**config.mk**
```make
export PLATFORM = sky130hd
export DESIGN_NAME = frustum_plane_extract
export DESIGN_NICKNAME = d
export VERILOG_FILES = /design/src/fpe_pkg.sv /design/src/fpe_front.sv /design/src/fpe_queue.sv /design/src/fpe_back.sv /design/src/frustum_plane_extract.sv
export SDC_FILE = /design/constraint.sdc
export NUM_CORES = 2
export LEC_CHECK = 0
export ABC_AREA = 0
export BUFFER_PORTS_ARGS = -buffer_cell sky130_fd_sc_hd__clkbuf_2
export CORE_UTILIZATION = 30
export CTS_CLUSTER_SIZE = 14
export DETAILED_ROUTE_END_ITERATION = 7
export PLACE_DENSITY = 0.5
export SLEW_MARGIN = 20
export SYNTH_ARGS = -nofsm -noshare
export SYNTH_HDL_FRONTEND = slang
export SYNTH_SLANG_ARGS = --single-unit
export TNS_END_PERCENT = 1
```
**constraint.sdc**
```tcl
create_clock -name i_clk -period 17.2 [get_ports i_clk]
set_input_delay 3.44 -clock i_clk [delete_from_list [all_inputs] [get_ports i_clk]]
set_output_delay 3.44 -clock i_clk [all_outputs]
set_load 0.01 [all_outputs]
```
**src/fpe_pkg.sv**
```systemverilog
// shared types and constants for the frustum plane extractor
package fpe_pkg;

    localparam int ElemW      = 32;
    localparam int CompW      = 33;
    localparam int QueueDepth = 2;

    localparam logic [2:0] PlaneTop    = 3'd0;
    localparam logic [2:0] PlaneBottom = 3'd1;
    localparam logic [2:0] PlaneLeft   = 3'd2;
    localparam logic [2:0] PlaneRight  = 3'd3;
    localparam logic [2:0] PlaneNear   = 3'd4;
    localparam logic [2:0] PlaneFar    = 3'd5;

    typedef logic signed [CompW-1:0] t_comp;

    // one unnormalized plane on its way from front to back
    typedef struct packed {
        logic [2:0] idx;
        t_comp      a;
        t_comp      b;
        t_comp      c;
        t_comp      d;
    } t_plane_job;

endpackage

```
**src/fpe_front.sv**
```systemverilog
// front end: collects matrix rows and issues the six raw plane requests
module fpe_front (
    input  logic                     i_clk,
    input  logic                     i_rst_n,
    input  logic                     i_valid,
    output logic                     o_ready,
    input  logic signed [31:0]       i_elem_x,
    input  logic signed [31:0]       i_elem_y,
    input  logic signed [31:0]       i_elem_z,
    input  logic signed [31:0]       i_elem_w,
    output logic                     o_job_valid,
    input  logic                     i_job_ready,
    output fpe_pkg::t_plane_job      o_job
);
    import fpe_pkg::*;

    logic signed [31:0] r_m [4][4];
    logic [1:0]         r_cnt;
    logic               r_emit;
    logic [2:0]         r_pidx;
    t_comp              comp [4];

    function automatic t_comp plane_comp(input logic [2:0] pidx,
                                         input logic signed [31:0] x,
                                         input logic signed [31:0] y,
                                         input logic signed [31:0] z,
                                         input logic signed [31:0] w);
        t_comp xs, ys, zs, ws, res;
        xs = t_comp'(x);
        ys = t_comp'(y);
        zs = t_comp'(z);
        ws = t_comp'(w);
        case (pidx)
            PlaneTop:    res = ws - ys;
            PlaneBottom: res = ws + ys;
            PlaneLeft:   res = ws + xs;
            PlaneRight:  res = ws - xs;
            PlaneNear:   res = zs;
            default:     res = ws - zs;
        endcase
        return res;
    endfunction

    assign o_ready     = !r_emit;
    assign o_job_valid = r_emit;

    always_comb begin
        for (int k = 0; k < 4; k++) begin
            comp[k] = plane_comp(r_pidx, r_m[k][0], r_m[k][1], r_m[k][2], r_m[k][3]);
        end
        o_job.idx = r_pidx;
        o_job.a   = comp[0];
        o_job.b   = comp[1];
        o_job.c   = comp[2];
        o_job.d   = comp[3];
    end

    always_ff @(posedge i_clk) begin
        if (!i_rst_n) begin
            r_cnt  <= 2'd0;
            r_emit <= 1'b0;
            r_pidx <= PlaneTop;
        end else begin
            if (i_valid && o_ready) begin
                r_cnt <= r_cnt + 2'd1;
                if (r_cnt == 2'd3) begin
                    r_emit <= 1'b1;
                    r_pidx <= PlaneTop;
                end
            end
            if (o_job_valid && i_job_ready) begin
                if (r_pidx == PlaneFar) begin
                    r_emit <= 1'b0;
                end else begin
                    r_pidx <= r_pidx + 3'd1;
                end
            end
        end
    end

    always_ff @(posedge i_clk) begin
        if (i_valid && o_ready) begin
            r_m[r_cnt][0] <= i_elem_x;
            r_m[r_cnt][1] <= i_elem_y;
            r_m[r_cnt][2] <= i_elem_z;
            r_m[r_cnt][3] <= i_elem_w;
        end
    end

endmodule

```
**src/fpe_queue.sv**
```systemverilog
// small request queue between front and back
module fpe_queue #(
    parameter int DEPTH = fpe_pkg::QueueDepth
) (
    input  logic                i_clk,
    input  logic                i_rst_n,
    input  logic                i_push_valid,
    output logic                o_push_ready,
    input  fpe_pkg::t_plane_job i_push_data,
    output logic                o_pop_valid,
    input  logic                i_pop_ready,
    output fpe_pkg::t_plane_job o_pop_data
);
    import fpe_pkg::*;

    localparam int PtrW = (DEPTH > 1) ? $clog2(DEPTH) : 1;
    localparam int CntW = $clog2(DEPTH + 1);
    localparam logic [PtrW-1:0] LastPtr = PtrW'(DEPTH - 1);

    t_plane_job      r_mem [DEPTH];
    logic [PtrW-1:0] r_wp;
    logic [PtrW-1:0] r_rp;
    logic [CntW-1:0] r_cnt;
    logic            push;
    logic            pop;

    assign o_push_ready = (r_cnt != CntW'(DEPTH));
    assign o_pop_valid  = (r_cnt != '0);
    assign o_pop_data   = r_mem[r_rp];
    assign push         = i_push_valid && o_push_ready;
    assign pop          = o_pop_valid && i_pop_ready;

    always_ff @(posedge i_clk) begin
        if (!i_rst_n) begin
            r_wp  <= '0;
            r_rp  <= '0;
            r_cnt <= '0;
        end else begin
            if (push) begin
                r_wp <= (r_wp == LastPtr) ? '0 : r_wp + PtrW'(1);
            end
            if (pop) begin
                r_rp <= (r_rp == LastPtr) ? '0 : r_rp + PtrW'(1);
            end
            case ({push, pop})
                2'b10:   r_cnt <= r_cnt + CntW'(1);
                2'b01:   r_cnt <= r_cnt - CntW'(1);
                default: r_cnt <= r_cnt;
            endcase
        end
    end

    always_ff @(posedge i_clk) begin
        if (push) begin
            r_mem[r_wp] <= i_push_data;
        end
    end

endmodule

```
**src/fpe_back.sv**
```systemverilog
// back end: squared length, bit-serial root and divide, saturation, output register
module fpe_back (
    input  logic                i_clk,
    input  logic                i_rst_n,
    input  logic                i_job_valid,
    output logic                o_job_ready,
    input  fpe_pkg::t_plane_job i_job,
    output logic                o_valid,
    input  logic                i_ready,
    output logic [2:0]          o_plane_index,
    output logic signed [31:0]  o_plane_a,
    output logic signed [31:0]  o_plane_b,
    output logic signed [31:0]  o_plane_c,
    output logic signed [31:0]  o_plane_d,
    output logic                o_degenerate,
    output logic                o_last
);
    import fpe_pkg::*;

    localparam logic [2:0] StIdle = 3'd0;
    localparam logic [2:0] StSq   = 3'd1;
    localparam logic [2:0] StRoot = 3'd2;
    localparam logic [2:0] StLoad = 3'd3;
    localparam logic [2:0] StDiv  = 3'd4;
    localparam logic [2:0] StPost = 3'd5;

    logic [2:0]   r_st;
    t_plane_job   r_job;
    logic [1:0]   r_k;
    logic [65:0]  r_prod;
    logic [65:0]  r_sum;
    logic [99:0]  r_rad;
    logic [49:0]  r_root;
    logic [51:0]  r_rem;
    logic [6:0]   r_step;
    logic [64:0]  r_dvd;
    logic [50:0]  r_drem;
    logic [32:0]  r_q;
    logic         r_ovf;
    logic [31:0]  r_res [4];
    logic         r_deg;
    logic         r_o_valid;

    t_comp        cur;
    logic [32:0]  cur_mag;
    logic [65:0]  sq;
    logic [65:0]  sum_nx;
    logic [53:0]  rem_sh;
    logic [53:0]  trial;
    logic         rge;
    logic [53:0]  rem_diff;
    logic [51:0]  drem_sh;
    logic [51:0]  len_ext;
    logic         dge;
    logic [51:0]  drem_diff;
    logic [32:0]  q_nx;
    logic         ovf_nx;
    logic         big;
    logic [31:0]  res;
    logic         out_free;

    always_comb begin
        case (r_k)
            2'd0:    cur = r_job.a;
            2'd1:    cur = r_job.b;
            2'd2:    cur = r_job.c;
            default: cur = r_job.d;
        endcase
        cur_mag = cur[32] ? (~cur + 33'd1) : cur;
        sq      = cur_mag * cur_mag;
        sum_nx  = r_sum + r_prod;

        // one root digit per cycle
        rem_sh   = {r_rem, r_rad[99:98]};
        trial    = {2'b00, r_root, 2'b01};
        rge      = (rem_sh >= trial);
        rem_diff = rem_sh - trial;

        // one quotient bit per cycle
        drem_sh   = {r_drem, r_dvd[64]};
        len_ext   = {2'b00, r_root};
        dge       = (drem_sh >= len_ext);
        drem_diff = drem_sh - len_ext;
        q_nx      = {r_q[31:0], dge};
        ovf_nx    = r_ovf | r_q[32];

        big = ovf_nx || (q_nx > 33'h0_8000_0000);
        if (cur[32]) begin
            res = big ? 32'h8000_0000 : (~q_nx[31:0] + 32'd1);
        end else begin
            res = (big || q_nx[31]) ? 32'h7FFF_FFFF : q_nx[31:0];
        end
    end

    assign out_free    = !r_o_valid || i_ready;
    assign o_job_ready = (r_st == StIdle);
    assign o_valid     = r_o_valid;

    always_ff @(posedge i_clk) begin
        if (!i_rst_n) begin
            r_st      <= StIdle;
            r_o_valid <= 1'b0;
        end else begin
            if (r_o_valid && i_ready && (r_st != StPost)) begin
                r_o_valid <= 1'b0;
            end
            case (r_st)
                StIdle: begin
                    if (i_job_valid) begin
                        r_st <= StSq;
                    end
                end
                StSq: begin
                    if (r_k == 2'd3) begin
                        r_st <= (sum_nx == '0) ? StPost : StRoot;
                    end
                end
                StRoot: begin
                    if (r_step == 7'd0) begin
                        r_st <= StLoad;
                    end
                end
                StLoad: begin
                    r_st <= StDiv;
                end
                StDiv: begin
                    if (r_step == 7'd0) begin
                        r_st <= (r_k == 2'd3) ? StPost : StLoad;
                    end
                end
                StPost: begin
                    if (out_free) begin
                        r_o_valid <= 1'b1;
                        r_st      <= StIdle;
                    end
                end
                default: begin
                    r_st <= StIdle;
                end
            endcase
        end
    end

    always_ff @(posedge i_clk) begin
        case (r_st)
            StIdle: begin
                r_job <= i_job;
                r_k   <= 2'd0;
                r_sum <= '0;
            end
            StSq: begin
                if (r_k != 2'd0) begin
                    r_sum <= sum_nx;
                end
                if (r_k != 2'd3) begin
                    r_prod <= sq;
                end
                r_k <= r_k + 2'd1;
                if (r_k == 2'd3) begin
                    r_deg <= (sum_nx == '0);
                    for (int i = 0; i < 4; i++) begin
                        r_res[i] <= '0;
                    end
                    r_rad  <= {2'b00, sum_nx, 32'd0};
                    r_root <= '0;
                    r_rem  <= '0;
                    r_step <= 7'd49;
                end
            end
            StRoot: begin
                r_rad  <= {r_rad[97:0], 2'b00};
                r_root <= {r_root[48:0], rge};
                r_rem  <= rge ? rem_diff[51:0] : rem_sh[51:0];
                r_step <= r_step - 7'd1;
            end
            StLoad: begin
                r_dvd  <= {cur_mag, 32'd0};
                r_drem <= '0;
                r_q    <= '0;
                r_ovf  <= 1'b0;
                r_step <= 7'd64;
            end
            StDiv: begin
                r_dvd  <= {r_dvd[63:0], 1'b0};
                r_drem <= dge ? drem_diff[50:0] : drem_sh[50:0];
                r_q    <= q_nx;
                r_ovf  <= ovf_nx;
                r_step <= r_step - 7'd1;
                if (r_step == 7'd0) begin
                    r_res[r_k] <= res;
                    r_k        <= r_k + 2'd1;
                end
            end
            StPost: begin
                if (out_free) begin
                    o_plane_index <= r_job.idx;
                    o_plane_a     <= r_res[0];
                    o_plane_b     <= r_res[1];
                    o_plane_c     <= r_res[2];
                    o_plane_d     <= r_res[3];
                    o_degenerate  <= r_deg;
                    o_last        <= (r_job.idx == PlaneFar);
                end
            end
            default: begin
                r_k <= 2'd0;
            end
        endcase
    end

endmodule

```
**src/frustum_plane_extract.sv**
```systemverilog
// The block takes a projection matrix one row per request (x, y, z, w in Q16.16),
// rows 0 to 3 in order. Rows 0 to 2 are taken one per cycle and held; the fourth row
// makes the front issue six raw planes (top, bottom, left, right, near, far) into a
// short queue, and input stays stalled until all six are queued. The back normalizes
// one plane at a time on a shared bit-serial unit: the squared length, then the root,
// then the divide for each component in turn; that unit sets the rate. Results
// leave through an output register, so the next plane is worked on while one waits
// to be taken.
module frustum_plane_extract #(
    parameter int QUEUE_DEPTH = fpe_pkg::QueueDepth
) (
    input  logic                i_clk,
    input  logic                i_rst_n,
    input  logic                i_valid,
    output logic                o_ready,
    input  logic signed [31:0]  i_elem_x,
    input  logic signed [31:0]  i_elem_y,
    input  logic signed [31:0]  i_elem_z,
    input  logic signed [31:0]  i_elem_w,
    output logic                o_valid,
    input  logic                i_ready,
    output logic [2:0]          o_plane_index,
    output logic signed [31:0]  o_plane_a,
    output logic signed [31:0]  o_plane_b,
    output logic signed [31:0]  o_plane_c,
    output logic signed [31:0]  o_plane_d,
    output logic                o_degenerate,
    output logic                o_last
);
    import fpe_pkg::*;

    logic       front_valid;
    logic       front_ready;
    t_plane_job front_job;
    logic       back_valid;
    logic       back_ready;
    t_plane_job back_job;

    fpe_front u_front (
        .i_clk       (i_clk),
        .i_rst_n     (i_rst_n),
        .i_valid     (i_valid),
        .o_ready     (o_ready),
        .i_elem_x    (i_elem_x),
        .i_elem_y    (i_elem_y),
        .i_elem_z    (i_elem_z),
        .i_elem_w    (i_elem_w),
        .o_job_valid (front_valid),
        .i_job_ready (front_ready),
        .o_job       (front_job)
    );

    fpe_queue #(
        .DEPTH (QUEUE_DEPTH)
    ) u_queue (
        .i_clk        (i_clk),
        .i_rst_n      (i_rst_n),
        .i_push_valid (front_valid),
        .o_push_ready (front_ready),
        .i_push_data  (front_job),
        .o_pop_valid  (back_valid),
        .i_pop_ready  (back_ready),
        .o_pop_data   (back_job)
    );

    fpe_back u_back (
        .i_clk         (i_clk),
        .i_rst_n       (i_rst_n),
        .i_job_valid   (back_valid),
        .o_job_ready   (back_ready),
        .i_job         (back_job),
        .o_valid       (o_valid),
        .i_ready       (i_ready),
        .o_plane_index (o_plane_index),
        .o_plane_a     (o_plane_a),
        .o_plane_b     (o_plane_b),
        .o_plane_c     (o_plane_c),
        .o_plane_d     (o_plane_d),
        .o_degenerate  (o_degenerate),
        .o_last        (o_last)
    );

endmodule

```
==> results.md <==
Run status:
- The run finished with clean final reports.

Timing:
- The setup skew after layout is 92.9 ps.
- The number of hold-slack violations in the final timing report was 0.
- Static timing analysis puts the maximum clock frequency at 0.0707 GHz.
- Setup repair after global routing left no endpoint under its margin.
- The worst path meets setup with 3050 ps of slack.
- The final max-slew violation count is 0.
- The worst path uses 82.3% of the clock period.
- The headroom to the max-slew limit is 24.7%.
- At the pin with the least slew margin, the transition time is 1120 ps.
- The post-route minimum period is 14150 ps.
- Setup violations remaining at the end of the flow were counted as 0.
- For the final routed database, the setup TNS stands at 0 ps.

Worst setup path:
- The data required time of the worst path is 17930 ps.
- STA classifies the critical path startpoint as a register.
- The critical path's most frequent cell is sky130_fd_sc_hd__fa_1.
- STA puts the critical path data arrival time at 14880 ps.
- The standard cell with the maximum stage delay on the critical path is sky130_fd_sc_hd__nor4_1.
- Along the worst path, the maximum fanout reaches 33.
- In this design, the stage delay of the slowest critical-path cell is 800 ps.
- The category of the most critical setup path is reg -> reg.
- The endpoint type of the worst setup path is a register.

Final layout:
- The finished layout holds 16000 standard cells, fillers aside.
- The multi-input combinational cell area is 58400 um^2.
- Registers take 48500 um^2.
- Counting the fill cells in the layout gives 38100.
- The net total in the final layout is 12400.
- Of the cells placed in the final design, the portion with a size suffix greater than 1 is 8.94%.
- Relative to the synthesized area, the layout overhead comes to 12.3%.

Run:
- The number of violations of the max-capacitance limit is 0.

Yosys:
- The synthesized design contains 1607 enable-type register cells.
- The mapped cell area is 113000 um^2.
- The top-area cell type share of the netlist area is 42.6%.
- For this run, the number of Yosys warnings is 0.
- Summing the areas of all xor and xnor instances in the mapped netlist gives 3.15% of the synthesized area.
- Yosys instantiated no cell more often than sky130_fd_sc_hd__edfxtp_1.
- In the synthesized netlist, mux cells make up 1.89% of the area.
- The largest total area in the synthesized netlist belongs to sky130_fd_sc_hd__edfxtp_1.
- After Yosys synthesis, and, or, nand and nor cells account for 12.1% of the synthesized area.
- The synthesized-area fraction occupied by adder cells is 21.8%.
- The flip-flop and latch count after synthesis is 1621.
- The mean cell area of the mapped netlist is 10.6 um^2.
- The netlist uses 99 different library cells.
- In the synthesized netlist, the number of instances is 10700.
- The dominant register cell in the synthesized netlist is sky130_fd_sc_hd__edfxtp_1.
- The sequential cell area fraction in the yosys report is 42.9%.
- Of all flip-flops after synthesis, the portion carrying an async set or reset was 0%.
- The main combinational cell family by area after synthesis is adder cells.
- Sorting the synthesized cells by area gives the leading types as sky130_fd_sc_hd__edfxtp_1 (43%), sky130_fd_sc_hd__fa_1 (15%), sky130_fd_sc_hd__ha_1 (6.4%).
- The synthesized netlist devotes 12.2% of its cell area to compound gates.
- In the synthesized netlist, the cells that appear most often are sky130_fd_sc_hd__edfxtp_1 (1607), sky130_fd_sc_hd__inv_1 (1345), sky130_fd_sc_hd__nor2_1 (1115).

Placed design:
- The number of buffer cells added on primary ports is 266.
- The weighted congestion reported at the end of routability-driven placement is 0.904.
- The post-DP HPWL is 260000 um.
- Counting tap cells, the placed design contains a total of 15700 instances.
- The setup slack after placement is 2970 ps.

Worst hold path:
- The class of the worst hold path is reg -> reg.

Floorplanning:
- In this run the horizontal extent of the chip is 616 um.
- The die is 616 um tall.
- 267 I/O pins were placed.
- Row generation in the floorplan step produced 225 rows.
- In this run the standard cell core region covers 376000 um^2.
- The area of the die is 380000 um^2.
- The starting density of the core is 30.1%.

Clocking:
- The clock passes through at most 4 buffers.
- The TritonCTS clock tree is done.
- The buffer type at the clock tree root is sky130_fd_sc_hd__clkbuf_16.
- The number of hold-repair buffers added at the cts stage is 0.
- The H-tree was split into 4 levels.
- After clock tree synthesis, the clock-pin slew on the worst setup and hold paths is 60 ps.
- The number of gates resized after cts is 0.
- The post-CTS setup-driven buffer insertion count is 0.
- In this run, CTS created clock tree buffers numbering 188.
- Counting every sink on the clock net gives 1621.
- The clock latency at the later pin of the worst-skew pair is 900 ps.

GRT:
- The global-route wire length before repair is 520000 um.
- The total congestion overflow after global routing is 0.
- The largest net degree at the start of global routing is 178.
- Global routing used 18.0% of the available tracks across all layers.
- The initial antenna violation count is 28.
- The via count of the first global-routing pass was 81500.

Drt:
- The routed layout has 80800 vias.
- The first routing iteration left 6388 violations.
- The routed wirelength normalized by instance count is 21.8 um.
- The DRC violation count after routing is 0.
- The detail route stage leaves a number of antenna-violating nets equal to 0.
- The via density per instance is 5.04.
- The total length of routed wires is 349000 um.
- For this run, the detailed router's first-pass iteration total came to 8.
worst paths after layout:
path | start | endpoint | slack, ps | depth (start not counted)
max | u_back.r_k[0] | u_back.r_prod[61] | 3050 | 44
min | u_back.r_res[1][29] | o_plane_b[29] | 410 | 0
max reg2reg | u_back.r_k[0] | u_back.r_prod[61] | 3050 | 44
min reg2reg | u_back.r_res[1][29] | o_plane_b[29] | 410 | 0
layout by cell type (no fill, tap or decap), types with 188 or more instances in the layout:
cell / netlist / routed
sky130_fd_sc_hd__edfxtp_1: 1607 / 1607
sky130_fd_sc_hd__inv_1: 1345 / 1339
sky130_fd_sc_hd__nor2_1: 1115 / 1108
sky130_fd_sc_hd__fa_1: 868 / 868
sky130_fd_sc_hd__nand2_1: 850 / 842
sky130_fd_sc_hd__o21ai_0: 654 / 652
sky130_fd_sc_hd__a21oi_1: 606 / 605
sky130_fd_sc_hd__ha_1: 582 / 577
sky130_fd_sc_hd__clkbuf_2: 0 / 266
sky130_fd_sc_hd__nor3_1: 225 / 222
sky130_fd_sc_hd__xnor2_1: 230 / 211
sky130_fd_sc_hd__a21o_1: 211 / 210
sky130_fd_sc_hd__clkbuf_16: 0 / 188
routing by layer:
metal	up-vias	track usage, %	wire [um]
met1	40200	24.8	157000
met2	2431	29.7	162000
met3	529	2.29	19700
met4	20	4.78	10300
met5	-	0	106
li1	37600	-	-
kinds of logic after synthesis:
logic type	count (synthesis)
other cells	2
compound gates	2203
fa+ha+maj	1450
simple gates	2992
buf+inv	1802
xor+xnor	407
flops	1621
mux	197
sequential cells by signal, indices dropped and copies added, names as in the netlist, 3 cells and up:
register              flops
o_plane_a                32
o_plane_b                32
o_plane_c                32
o_plane_d                32
u_back.o_plane_index      3
u_back.r_drem            51
u_back.r_dvd             33
u_back.r_job            135
u_back.r_prod            65
u_back.r_q               33
u_back.r_rad             68
u_back.r_rem             52
u_back.r_res            128
u_back.r_root            50
u_back.r_st               3
u_back.r_step             7
u_back.r_sum             66
u_front.r_m             512
u_front.r_pidx            3
u_queue.r_mem           270
critical path: cells and delay by family, from the launching register on:
family / cells / cell delay, ps
fa+ha+maj: 11 / 4920
simple gates: 12 / 2970
compound gates: 8 / 3020
xor+xnor: 1 / 130
flops: 1 / 490
buf+inv: 12 / 2400
layout make-up:
cell class	count	share of cell area, %
well taps	4994	4.92
repair buffers	421	1.97
flip-flops and latches	1621	38.2
clock buffers	213	3.78
clock inverters	122	1.15
inverters	1356	4.01
multi-input cells	7274	45.9
diodes	19	0.0374
stage by stage:
stage / instance area (um^2) / hold WS [ps] / util (%)
after floorplan: 113000 / 400 / -
after global placement: 121000 / 400 / 32.2
after detailed placement: 121000 / 405 / 32.2
after CTS: 127000 / 403 / 33.8
after global routing: 127000 / 403 / 33.8
final: 127000 / 410 / 33.8
Power is not shown: default switching activity piles up to over one toggle a cycle in this logic, so the estimate is an artifact.
